## src/rtl/core/rpr_pkg.sv

```systemverilog
// Shared constants, register codes and control structs for the polyphase
// rational resampler. Depends on nothing; every other RTL file imports it.
`default_nettype none

package rpr_pkg;

   localparam int COEF_DEPTH    = 256;
   localparam int HISTORY_DEPTH = 64;
   localparam int MAX_INTERP    = 8;
   localparam int SAMPLE_WIDTH  = 24;

   // fixed field widths
   localparam int OP_W       = 2;
   localparam int COEF_IDX_W = 8;
   localparam int COEF_W     = 20;
   localparam int FACTOR_W   = 4;
   localparam int FLEN_W     = 9;
   localparam int BOUND_W    = 24;
   localparam int SPAN_W     = 23;
   localparam int PHASE_W    = 3;
   localparam int FRAC_BITS  = 14;

   // derived widths
   localparam int CA_W    = $clog2(COEF_DEPTH);
   localparam int HA_W    = $clog2(HISTORY_DEPTH);
   localparam int DEPTH_W = $clog2(HISTORY_DEPTH + 1);
   localparam int LEN_W   = $clog2(COEF_DEPTH + 1);
   localparam int TAP_W   = LEN_W + 1;
   localparam int L_W     = $clog2(MAX_INTERP + 1);
   localparam int CNT_W   = $clog2(LEN_W + 1);
   localparam int ADJ_W   = ((SAMPLE_WIDTH > BOUND_W) ? SAMPLE_WIDTH : BOUND_W) + 1;
   localparam int PROD_W  = COEF_W + ADJ_W;
   localparam int ACC_W   = PROD_W + CA_W + 1;

   localparam logic signed [ACC_W-1:0] ROUND_BIAS = ACC_W'(1 << (FRAC_BITS - 1));
   localparam logic signed [ACC_W-1:0] SAT_MAX    = ACC_W'((64'd1 << (SAMPLE_WIDTH - 1)) - 64'd1);
   localparam logic signed [ACC_W-1:0] SAT_MIN    = ~SAT_MAX;

   localparam logic [FACTOR_W-1:0] DECIM_RESET = FACTOR_W'(1);

   // APB
   localparam int ADDR_W   = 5;
   localparam int DATA_W   = 32;
   localparam int REG_IDX_W = 3;

   localparam logic [REG_IDX_W-1:0] REG_INTERP      = 3'd0;
   localparam logic [REG_IDX_W-1:0] REG_DECIM       = 3'd1;
   localparam logic [REG_IDX_W-1:0] REG_FLEN        = 3'd2;
   localparam logic [REG_IDX_W-1:0] REG_UNWRAP_EN   = 3'd3;
   localparam logic [REG_IDX_W-1:0] REG_UNWRAP_LOW  = 3'd4;
   localparam logic [REG_IDX_W-1:0] REG_UNWRAP_HIGH = 3'd5;
   localparam logic [REG_IDX_W-1:0] REG_UNWRAP_SPAN = 3'd6;

   // transaction opcodes
   localparam logic [OP_W-1:0] OP_SAMPLE = 2'd0;
   localparam logic [OP_W-1:0] OP_COEF   = 2'd1;
   localparam logic [OP_W-1:0] OP_CLEAR  = 2'd2;

   // effective configuration, already clamped
   typedef struct packed {
      logic [L_W-1:0]      interp;
      logic [FACTOR_W-1:0] decim;
      logic [LEN_W-1:0]    len;
      logic                unwrap_en;
      logic [BOUND_W-1:0]  low;
      logic [BOUND_W-1:0]  high;
      logic [SPAN_W-1:0]   span;
   } cfg_type;

   typedef struct packed {
      logic                    coef_we;
      logic [CA_W-1:0]         coef_waddr;
      logic [COEF_W-1:0]       coef_wdata;
      logic                    hist_we;
      logic                    hist_clear;
      logic [HA_W-1:0]         hist_waddr;
      logic [SAMPLE_WIDTH-1:0] hist_wdata;
      logic                    rd_en;
      logic                    rd_mac;
      logic [HA_W-1:0]         rd_hist_addr;
      logic [CA_W-1:0]         rd_coef_addr;
      logic                    flag_clear;
      logic                    acc_clear;
      logic                    fix;
   } dp_ctl_type;

   typedef struct packed {
      logic             busy;
      logic             lo;
      logic             hi;
      logic [ACC_W-1:0] acc;
   } dp_sts_type;

endpackage

`default_nettype wire

```

## src/rtl/core/rpr_csr.sv

```systemverilog
// APB register file of the resampler; also clamps factors and length.
// Depends on rpr_pkg.
`default_nettype none

module rpr_csr import rpr_pkg::*; (
   input  logic              clock,
   input  logic              reset,
   input  logic              psel,
   input  logic              penable,
   input  logic              pwrite,
   input  logic [ADDR_W-1:0] paddr,
   input  logic [DATA_W-1:0] pwdata,
   output logic [DATA_W-1:0] prdata,
   output logic              pready,
   output cfg_type           cfg
);

   logic [FACTOR_W-1:0] interp_ff;
   logic [FACTOR_W-1:0] decim_ff;
   logic [FLEN_W-1:0]   flen_ff;
   logic                uen_ff;
   logic [BOUND_W-1:0]  low_ff;
   logic [BOUND_W-1:0]  high_ff;
   logic [SPAN_W-1:0]   span_ff;
   logic [REG_IDX_W-1:0] idx;
   logic                 wr;

   assign idx    = paddr[ADDR_W-1:2];
   assign wr     = psel & penable & pwrite;
   assign pready = 1'b1;

   always_ff @(posedge clock) begin
      if (reset) begin
         interp_ff <= FACTOR_W'(1);
         decim_ff  <= FACTOR_W'(1);
         flen_ff   <= FLEN_W'(1);
         uen_ff    <= 1'b0;
         low_ff    <= '0;
         high_ff   <= '0;
         span_ff   <= '0;
      end else if (wr) begin
         unique case (idx)
            REG_INTERP:      interp_ff <= pwdata[FACTOR_W-1:0];
            REG_DECIM:       decim_ff  <= pwdata[FACTOR_W-1:0];
            REG_FLEN:        flen_ff   <= pwdata[FLEN_W-1:0];
            REG_UNWRAP_EN:   uen_ff    <= pwdata[0];
            REG_UNWRAP_LOW:  low_ff    <= pwdata[BOUND_W-1:0];
            REG_UNWRAP_HIGH: high_ff   <= pwdata[BOUND_W-1:0];
            REG_UNWRAP_SPAN: span_ff   <= pwdata[SPAN_W-1:0];
            default: ;
         endcase
      end
   end

   always_comb begin
      unique case (idx)
         REG_INTERP:      prdata = DATA_W'(interp_ff);
         REG_DECIM:       prdata = DATA_W'(decim_ff);
         REG_FLEN:        prdata = DATA_W'(flen_ff);
         REG_UNWRAP_EN:   prdata = DATA_W'(uen_ff);
         REG_UNWRAP_LOW:  prdata = DATA_W'(low_ff);
         REG_UNWRAP_HIGH: prdata = DATA_W'(high_ff);
         REG_UNWRAP_SPAN: prdata = DATA_W'(span_ff);
         default:         prdata = '0;
      endcase
   end

   // zero factors act as one, oversize values clamp to the hardware limits
   always_comb begin
      if (interp_ff == '0)
         cfg.interp = L_W'(1);
      else if (32'(interp_ff) > MAX_INTERP)
         cfg.interp = L_W'(MAX_INTERP);
      else
         cfg.interp = L_W'(interp_ff);

      cfg.decim = (decim_ff == '0) ? FACTOR_W'(1) : decim_ff;

      if (flen_ff == '0)
         cfg.len = LEN_W'(1);
      else if (32'(flen_ff) > COEF_DEPTH)
         cfg.len = LEN_W'(COEF_DEPTH);
      else
         cfg.len = LEN_W'(flen_ff);

      cfg.unwrap_en = uen_ff;
      cfg.low       = low_ff;
      cfg.high      = high_ff;
      cfg.span      = span_ff;
   end

endmodule

`default_nettype wire

```

## config.mk

```make
export PLATFORM = sky130hd
export DESIGN_NAME = rpr_csr
export DESIGN_NICKNAME = d
export VERILOG_FILES = /design/src/rtl/core/rpr_pkg.sv /design/src/rtl/core/rpr_csr.sv
export SDC_FILE = /design/constraint.sdc
export NUM_CORES = 1
export LEC_CHECK = 0
export BUFFER_PORTS_ARGS = -buffer_cell sky130_fd_sc_hd__buf_2
export CORE_MARGIN = 2
export CORE_UTILIZATION = 30
export CTS_BUF_LIST = sky130_fd_sc_hd__clkbuf_8
export CTS_CLUSTER_DIAMETER = 40
export DETAILED_ROUTE_END_ITERATION = 8
export GPL_TIMING_DRIVEN = 0
export PLACE_DENSITY_LB_ADDON = 0.2
export SYNTH_ARGS = -nofsm -noshare
export SYNTH_HDL_FRONTEND = slang
export SYNTH_SLANG_ARGS = --single-unit
```

## constraint.sdc

```tcl
create_clock -name clock -period 1.65 [get_ports clock]
set_input_delay 0.165 -clock clock [delete_from_list [all_inputs] [get_ports clock]]
set_output_delay 0.165 -clock clock [all_outputs]
set_load 0.01 [all_outputs]
```

---- Yosys cells after proc, flatten, opt, wreduce, memory -nomap -nowiden ----
Index checks and enable logic that the tools add are counted.
cells by class
  add/subtract/negate cells ............... 0
  $mul .................................... 0
  divide/modulo/power cells ............... 0
  $lt $le $gt $ge ......................... 2
  equality and inequality tests ........... 6
  shift-type cells ........................ 0
  muxes and demuxes ....................... 6
  bitwise operators ....................... 2
  reduce and logical (&&, ||, !) cells .... 11
operators by type and width
  operator                                              count
  one-hot mux 24 bit (7 select lines)                   1
  2-to-1 mux 9 bit                                      2
  AND reduction 2 bit                                   7
  2-to-1 mux 4 bit                                      3
  equality test 3 bit, second input constant            3
  greater-than comparator 9 bit, second input constant  1
  zero test 9 bit                                       1
  zero test 4 bit                                       2
  equality test 3 x 2 -> 1 bit, second input constant   2
  greater-than comparator 4 bit, second input constant  1
  equality test 3 x 1 -> 1 bit, second input constant   1
  zero test 3 bit                                       1
  AND 1 bit                                             2
word-level totals
  register bits after elaboration ......... 89
  latch bits .............................. 0
  bits in writable memories ............... 0
  bits in read-only memories .............. 0
  input port bits ......................... 42
  output and inout port bits .............. 122
  word-level logic and storage cells ...... 34
  memories kept ........................... 0

---- Depth between registers and ports, before layout ----
  depth in word-level cells ............... 3
  depth in mapped cells ................... 6
  gate-level depth less buffers ........... 3

---- Least setup slack after synthesis ----
Ideal clock, no wire load.
  kind .................................... input to output
  start ................................... in paddr[3]
  end ..................................... out prdata[4]
  arrival ................................. 1251 ps
  data required time ...................... 1485 ps
  slack ................................... 234 ps
  stages .................................. 6
  buffers on the path ..................... 3
  cells stage by stage .................... clkbuf_1 buf_2 nor2b_1 clkbuf_1 a22oi_1 o22ai_1
on the way
  word-level cells in the longest chain between the ends .. 2
  elaborated cells on any way between the ends .. 8
  classes of those cells .................. 6 x eq/ne; 1 x mux; 1 x reduce/logical
RTL lines
  item                                         line           source
  start, declared                              rpr_csr.sv:11  input logic [ADDR_W-1:0] paddr,
  equality test 3 bit (tied with other cells)  rpr_csr.sv:56  unique case (idx)
  one-hot mux 24 bit (7 select lines) *        rpr_csr.sv:56
  end, declared                                rpr_csr.sv:13  output logic [DATA_W-1:0] prdata,
Mark *: on every way between the ends. The rest lies on a longest branch, timed or not.

---- Worst setup path after layout ----
  start ................................... reg flen_ff[0]
  end ..................................... out prdata[0]
on the way
  word-level cells in the longest chain between the ends .. 1
RTL lines
  item                                 line           source
  start, declared                      rpr_csr.sv:20  logic [FLEN_W-1:0] flen_ff;
  start signal, assigned               rpr_csr.sv:45  REG_FLEN: flen_ff <= pwdata[FLEN_W-1:0];
  one-hot mux 24 bit (7 select lines)  rpr_csr.sv:56
No other way between the ends.

==> results.txt <==
Measured on the finished design, the core utilization comes to 39.5%. After detailed routing, the average wire length per cell comes to 18.6 µm. End point of the worst hold path: low_ff[23]. The first-pass GRT wire length is 23000 µm. Of all flip-flops after synthesis, the portion carrying an async set or reset was 0%. Buffers placed on the I/O ports in this run total 142.

For this run, the slowest stage of the critical path takes 0.35 ns. The worst setup path is captured at an output port. In this run the remaining antenna-violating nets after routing total 0. The tools report the sequential fraction of the synthesis area as 39.5%.

The number of buffers created by CTS was 9; the relative contribution of sequential cells to total power was 55.8%. The number of cell instances on the worst register-to-register path is 2. Of the total power, the share spent switching nets is 26.0%. The number of library cell types mapped by synthesis came out at 31. The floorplan step defined a die boundary enclosing 16000 µm².

Of the total power, the clock network draws 33.6%. Summing over every cut layer, the via total after detailed routing is 3888. The leakage dissipation was 0.00292 µW; the starting density of the core was 30.9%.

Classification of the worst setup path: reg2out. Vias per cell: 4.72. Count of yosys warnings during synthesis: 0.

Via count of the first global-routing pass: 3951. The endpoint identified for the worst register-to-register timing path is flen_ff[8]. Combinational logic is responsible for 10.6% of the overall power.

The share of post-route cells with drive strength above 1 is 37.0%. At the end of the flow, the number of nets in the layout was 680. The floorplan has 44 rows. The total number of clock tree sinks was 89; the maximum clock insertion buffer count was 2. The die is 127 µm wide.

The worst hold path was traced through 3 stages. In this run the tightest slew margin relative to its limit is 57.8%. On the final layout, the worst hold slack is 0.0885 ns. The final hold violation count is 0.

Synthesized netlist cell count: 473. At the worst endpoint, the arrival time is 1.46 ns. Max-slew violation count: 0. After floorplanning, the core was sized to cover 14600 µm². The register bit count reported by yosys was 89; the post-DP HPWL was 11000 µm. After layout, the worst path uses 98.3% of the clock period. Power spread over the standard cell area amounts to 675 nW/µm².

The total wirelength of the detailed-routed design is 15300 µm. Number of fillers in the final layout: 1501. Traced cell by cell, the critical path runs through mux2i_1, o221a_2, a221oi_2, buf_2.

The detailed-routing iteration count for the pre-antenna-repair pass is 4. Cell at the root of the clock tree: clkbuf_8. Dividing the synthesized area by the synthesized cell count gives 9.53 µm². Count of inserted antenna diode cells: 0. The clock latency reported for the late side of the worst-skew pair was 0.36 ns; the combined area of all synthesized cells was 4510 µm². The startpoint identified for the worst hold timing path is pwdata[23]. Entering global routing, the biggest net connects 13 pins. In this run the worst path has a maximum fanout of 3. DRC violations left: 0. The highest ir drop seen on vdd was 0.310 mV. The synthesized design contains 0 enable-type register cells.

Most frequently used flop master after synthesis: dfxtp_1. The run gives 1810 µm² as the combined flip-flop and latch cell area. The tools report the global routing usage summed across all routing layers as 19.0%. The clock-pin transition on the worst setup and hold timing paths is 0.08 ns, and the area of combinational cells with multiple inputs is 2530 µm². The net switching power of the design is 1010 µW, and the I/O pin total is 164. Classification of the worst-slack hold path: in2reg.

The DRC violation total after the first TritonRoute iteration came out at 167. The tools report the category of the worst setup path launch point as a flip-flop. For the number of maximum-capacitance constraint violations, the log shows 0. Setup repair after global routing could not meet its margin everywhere.

The H-tree generated during clock tree synthesis spans 3 levels. The area growth from synthesis to layout is 27.9%. After layout, the minimum clock period comes to 1.62 ns. Cell internal power was estimated by the tool at 2880 µW.

The logs give 0 ns for the worst clock skew and 0 for the setup violation total in the final timing report. Global routing finished with a remaining overflow of 0. Pin slew with the least headroom to its limit: 0.633 ns. TritonCTS built the clock tree. The slowest cell on the critical path was dfxtp_2. The startpoint identified for the worst register-to-register timing path is flen_ff[8].

Setup slack on the worst reg-to-reg path comes out at 0.91 ns. From bottom edge to top edge, the die measures 127 µm. The logs give 1.48 ns for the required time at the endpoint of the critical path and 0.617 GHz for the fmax. For the initial antenna violation count, the log shows 0. At the end of routability-driven placement, the weighted congestion stood at 0.809.

The flow ran to the end, and the final reports show no timing, DRC or antenna violations.
## layer usage
layer | share of wire (%) | GRT usage, %
met2 | 46 | 30.4
met1 | 46 | 25.1
met3 | 6.8 | 4.89
met5 | 0 | 0
met4 | 1.6 | 5.82
## worst max-delay path by stage
stage                     from          to  slack [ns]  cells after the start
detailed placement    paddr[4]  prdata[13]       -0.39                      6
finish              flen_ff[0]   prdata[0]        0.03                      4
global route        flen_ff[0]   prdata[0]       -0.01                      4
global placement      paddr[3]   prdata[4]       -0.37                      7
floorplan             paddr[3]   prdata[4]        0.23                      6
CTS                     uen_ff   prdata[0]       0.007                      4
## sequential cells by signal, indices dropped and copies added, names as in the netlist
register	count
decim_ff	4
flen_ff	9
high_ff	24
interp_ff	4
low_ff	24
span_ff	23
uen_ff	1
## synth_stat cells, types with 2 or more instances
cell	count	area, µm²
nand2b_1	111	694
mux2i_1	109	1090
dfxtp_1	89	1780
clkbuf_1	25	93.8
nand2_1	22	82.6
a21oi_1	15	75.1
or2_2	15	93.8
buf_4	13	97.6
nor2b_1	13	81.3
a22oi_1	11	82.6
nor2_1	10	37.5
buf_2	8	40.0
mux2_2	5	56.3
o22ai_1	5	31.3
buf_6	2	22.5
conb_1	2	7.51
nand2_2	2	12.5
nor3_1	2	10.0
o21ai_0	2	10.0
## cells by family (layout without fill, tap and decap cells)
kind of cell / Yosys count / in the layout / share of synthesized area, %
AOI/OAI and AO/OA: 36 / 36 / 5.03
buffers and inverters: 50 / 210 / 5.80
DFF: 89 / 89 / 39.5
muxes: 115 / 115 / 26.0
other: 2 / 9 / 0.167
and+or+nand+nor: 181 / 181 / 23.5
## critical path, delay by kind of cell, from the launching register on
kind                   cells  cell delay (ns)
AOI/OAI and AO/OA          2             0.47
muxes                      1             0.08
buffers and inverters      1             0.19
DFF                        1             0.35
## layout by cell type (no fill, tap or decap), types with 2 or more instances in the layout
master      n
a21oi_2     4
clkbuf_4    4
dfxtp_2    13
clkbuf_8   10
mux2i_1   109
clkbuf_2    3
nand2_2     2
buf_2     147
buf_4      20
nor3_1      2
nand2b_1  111
nor2b_1    13
clkbuf_1   18
or2_2      15
mux2_2      5
conb_1      9
dfxtp_4     2
inv_1       3
o22ai_1     5
o21ai_1     2
a22oi_1    10
a21oi_1    11
dfxtp_1    74
nor2_1      9
buf_6       3
nand2_1    22
## per-stage QoR
step | cells | cell area, µm² | total power (µW) | TNS, ns | worst slack, ns
after detailed placement | 806 | 5470 | 2630 | -5.70 | -0.386
after global routing | 824 | 5760 | 4060 | -0.0110 | -0.0110
after CTS | 818 | 5670 | 3940 | 0 | 0.00695
final | 824 | 5760 | 3890 | 0 | 0.0284
after global placement | 806 | 5470 | 2620 | -5.18 | -0.375
after floorplan | 480 | 4530 | 2460 | 0 | 0.234
## layout make-up
type	instances	share of cell area, %
Timing Repair Buffer	148	13.1
Buffer	47	4.80
Sequential cell	89	31.3
Clock inverter	3	0.217
Clock buffer	10	2.39
Inverter	2	0.217
Multi-Input combinational cell	341	44.0
Tap cell	184	3.99
## timing repair
action,in CTS,in global routing
setup endpoints to repair,23,17
setup buffers,0,6
resized for setup,19,26
hold buffers,0,0
pin swaps,0,4
## power by group through the flow
stage	logic, µW	registers (µW)	clock network [µW]
floorplan	231	2230	0
global placement	396	2230	0
detailed placement	402	2230	0
CTS	413	2180	1350
global route	446	2180	1440
finish	413	2170	1310
(Power assumes the default switching activity.)
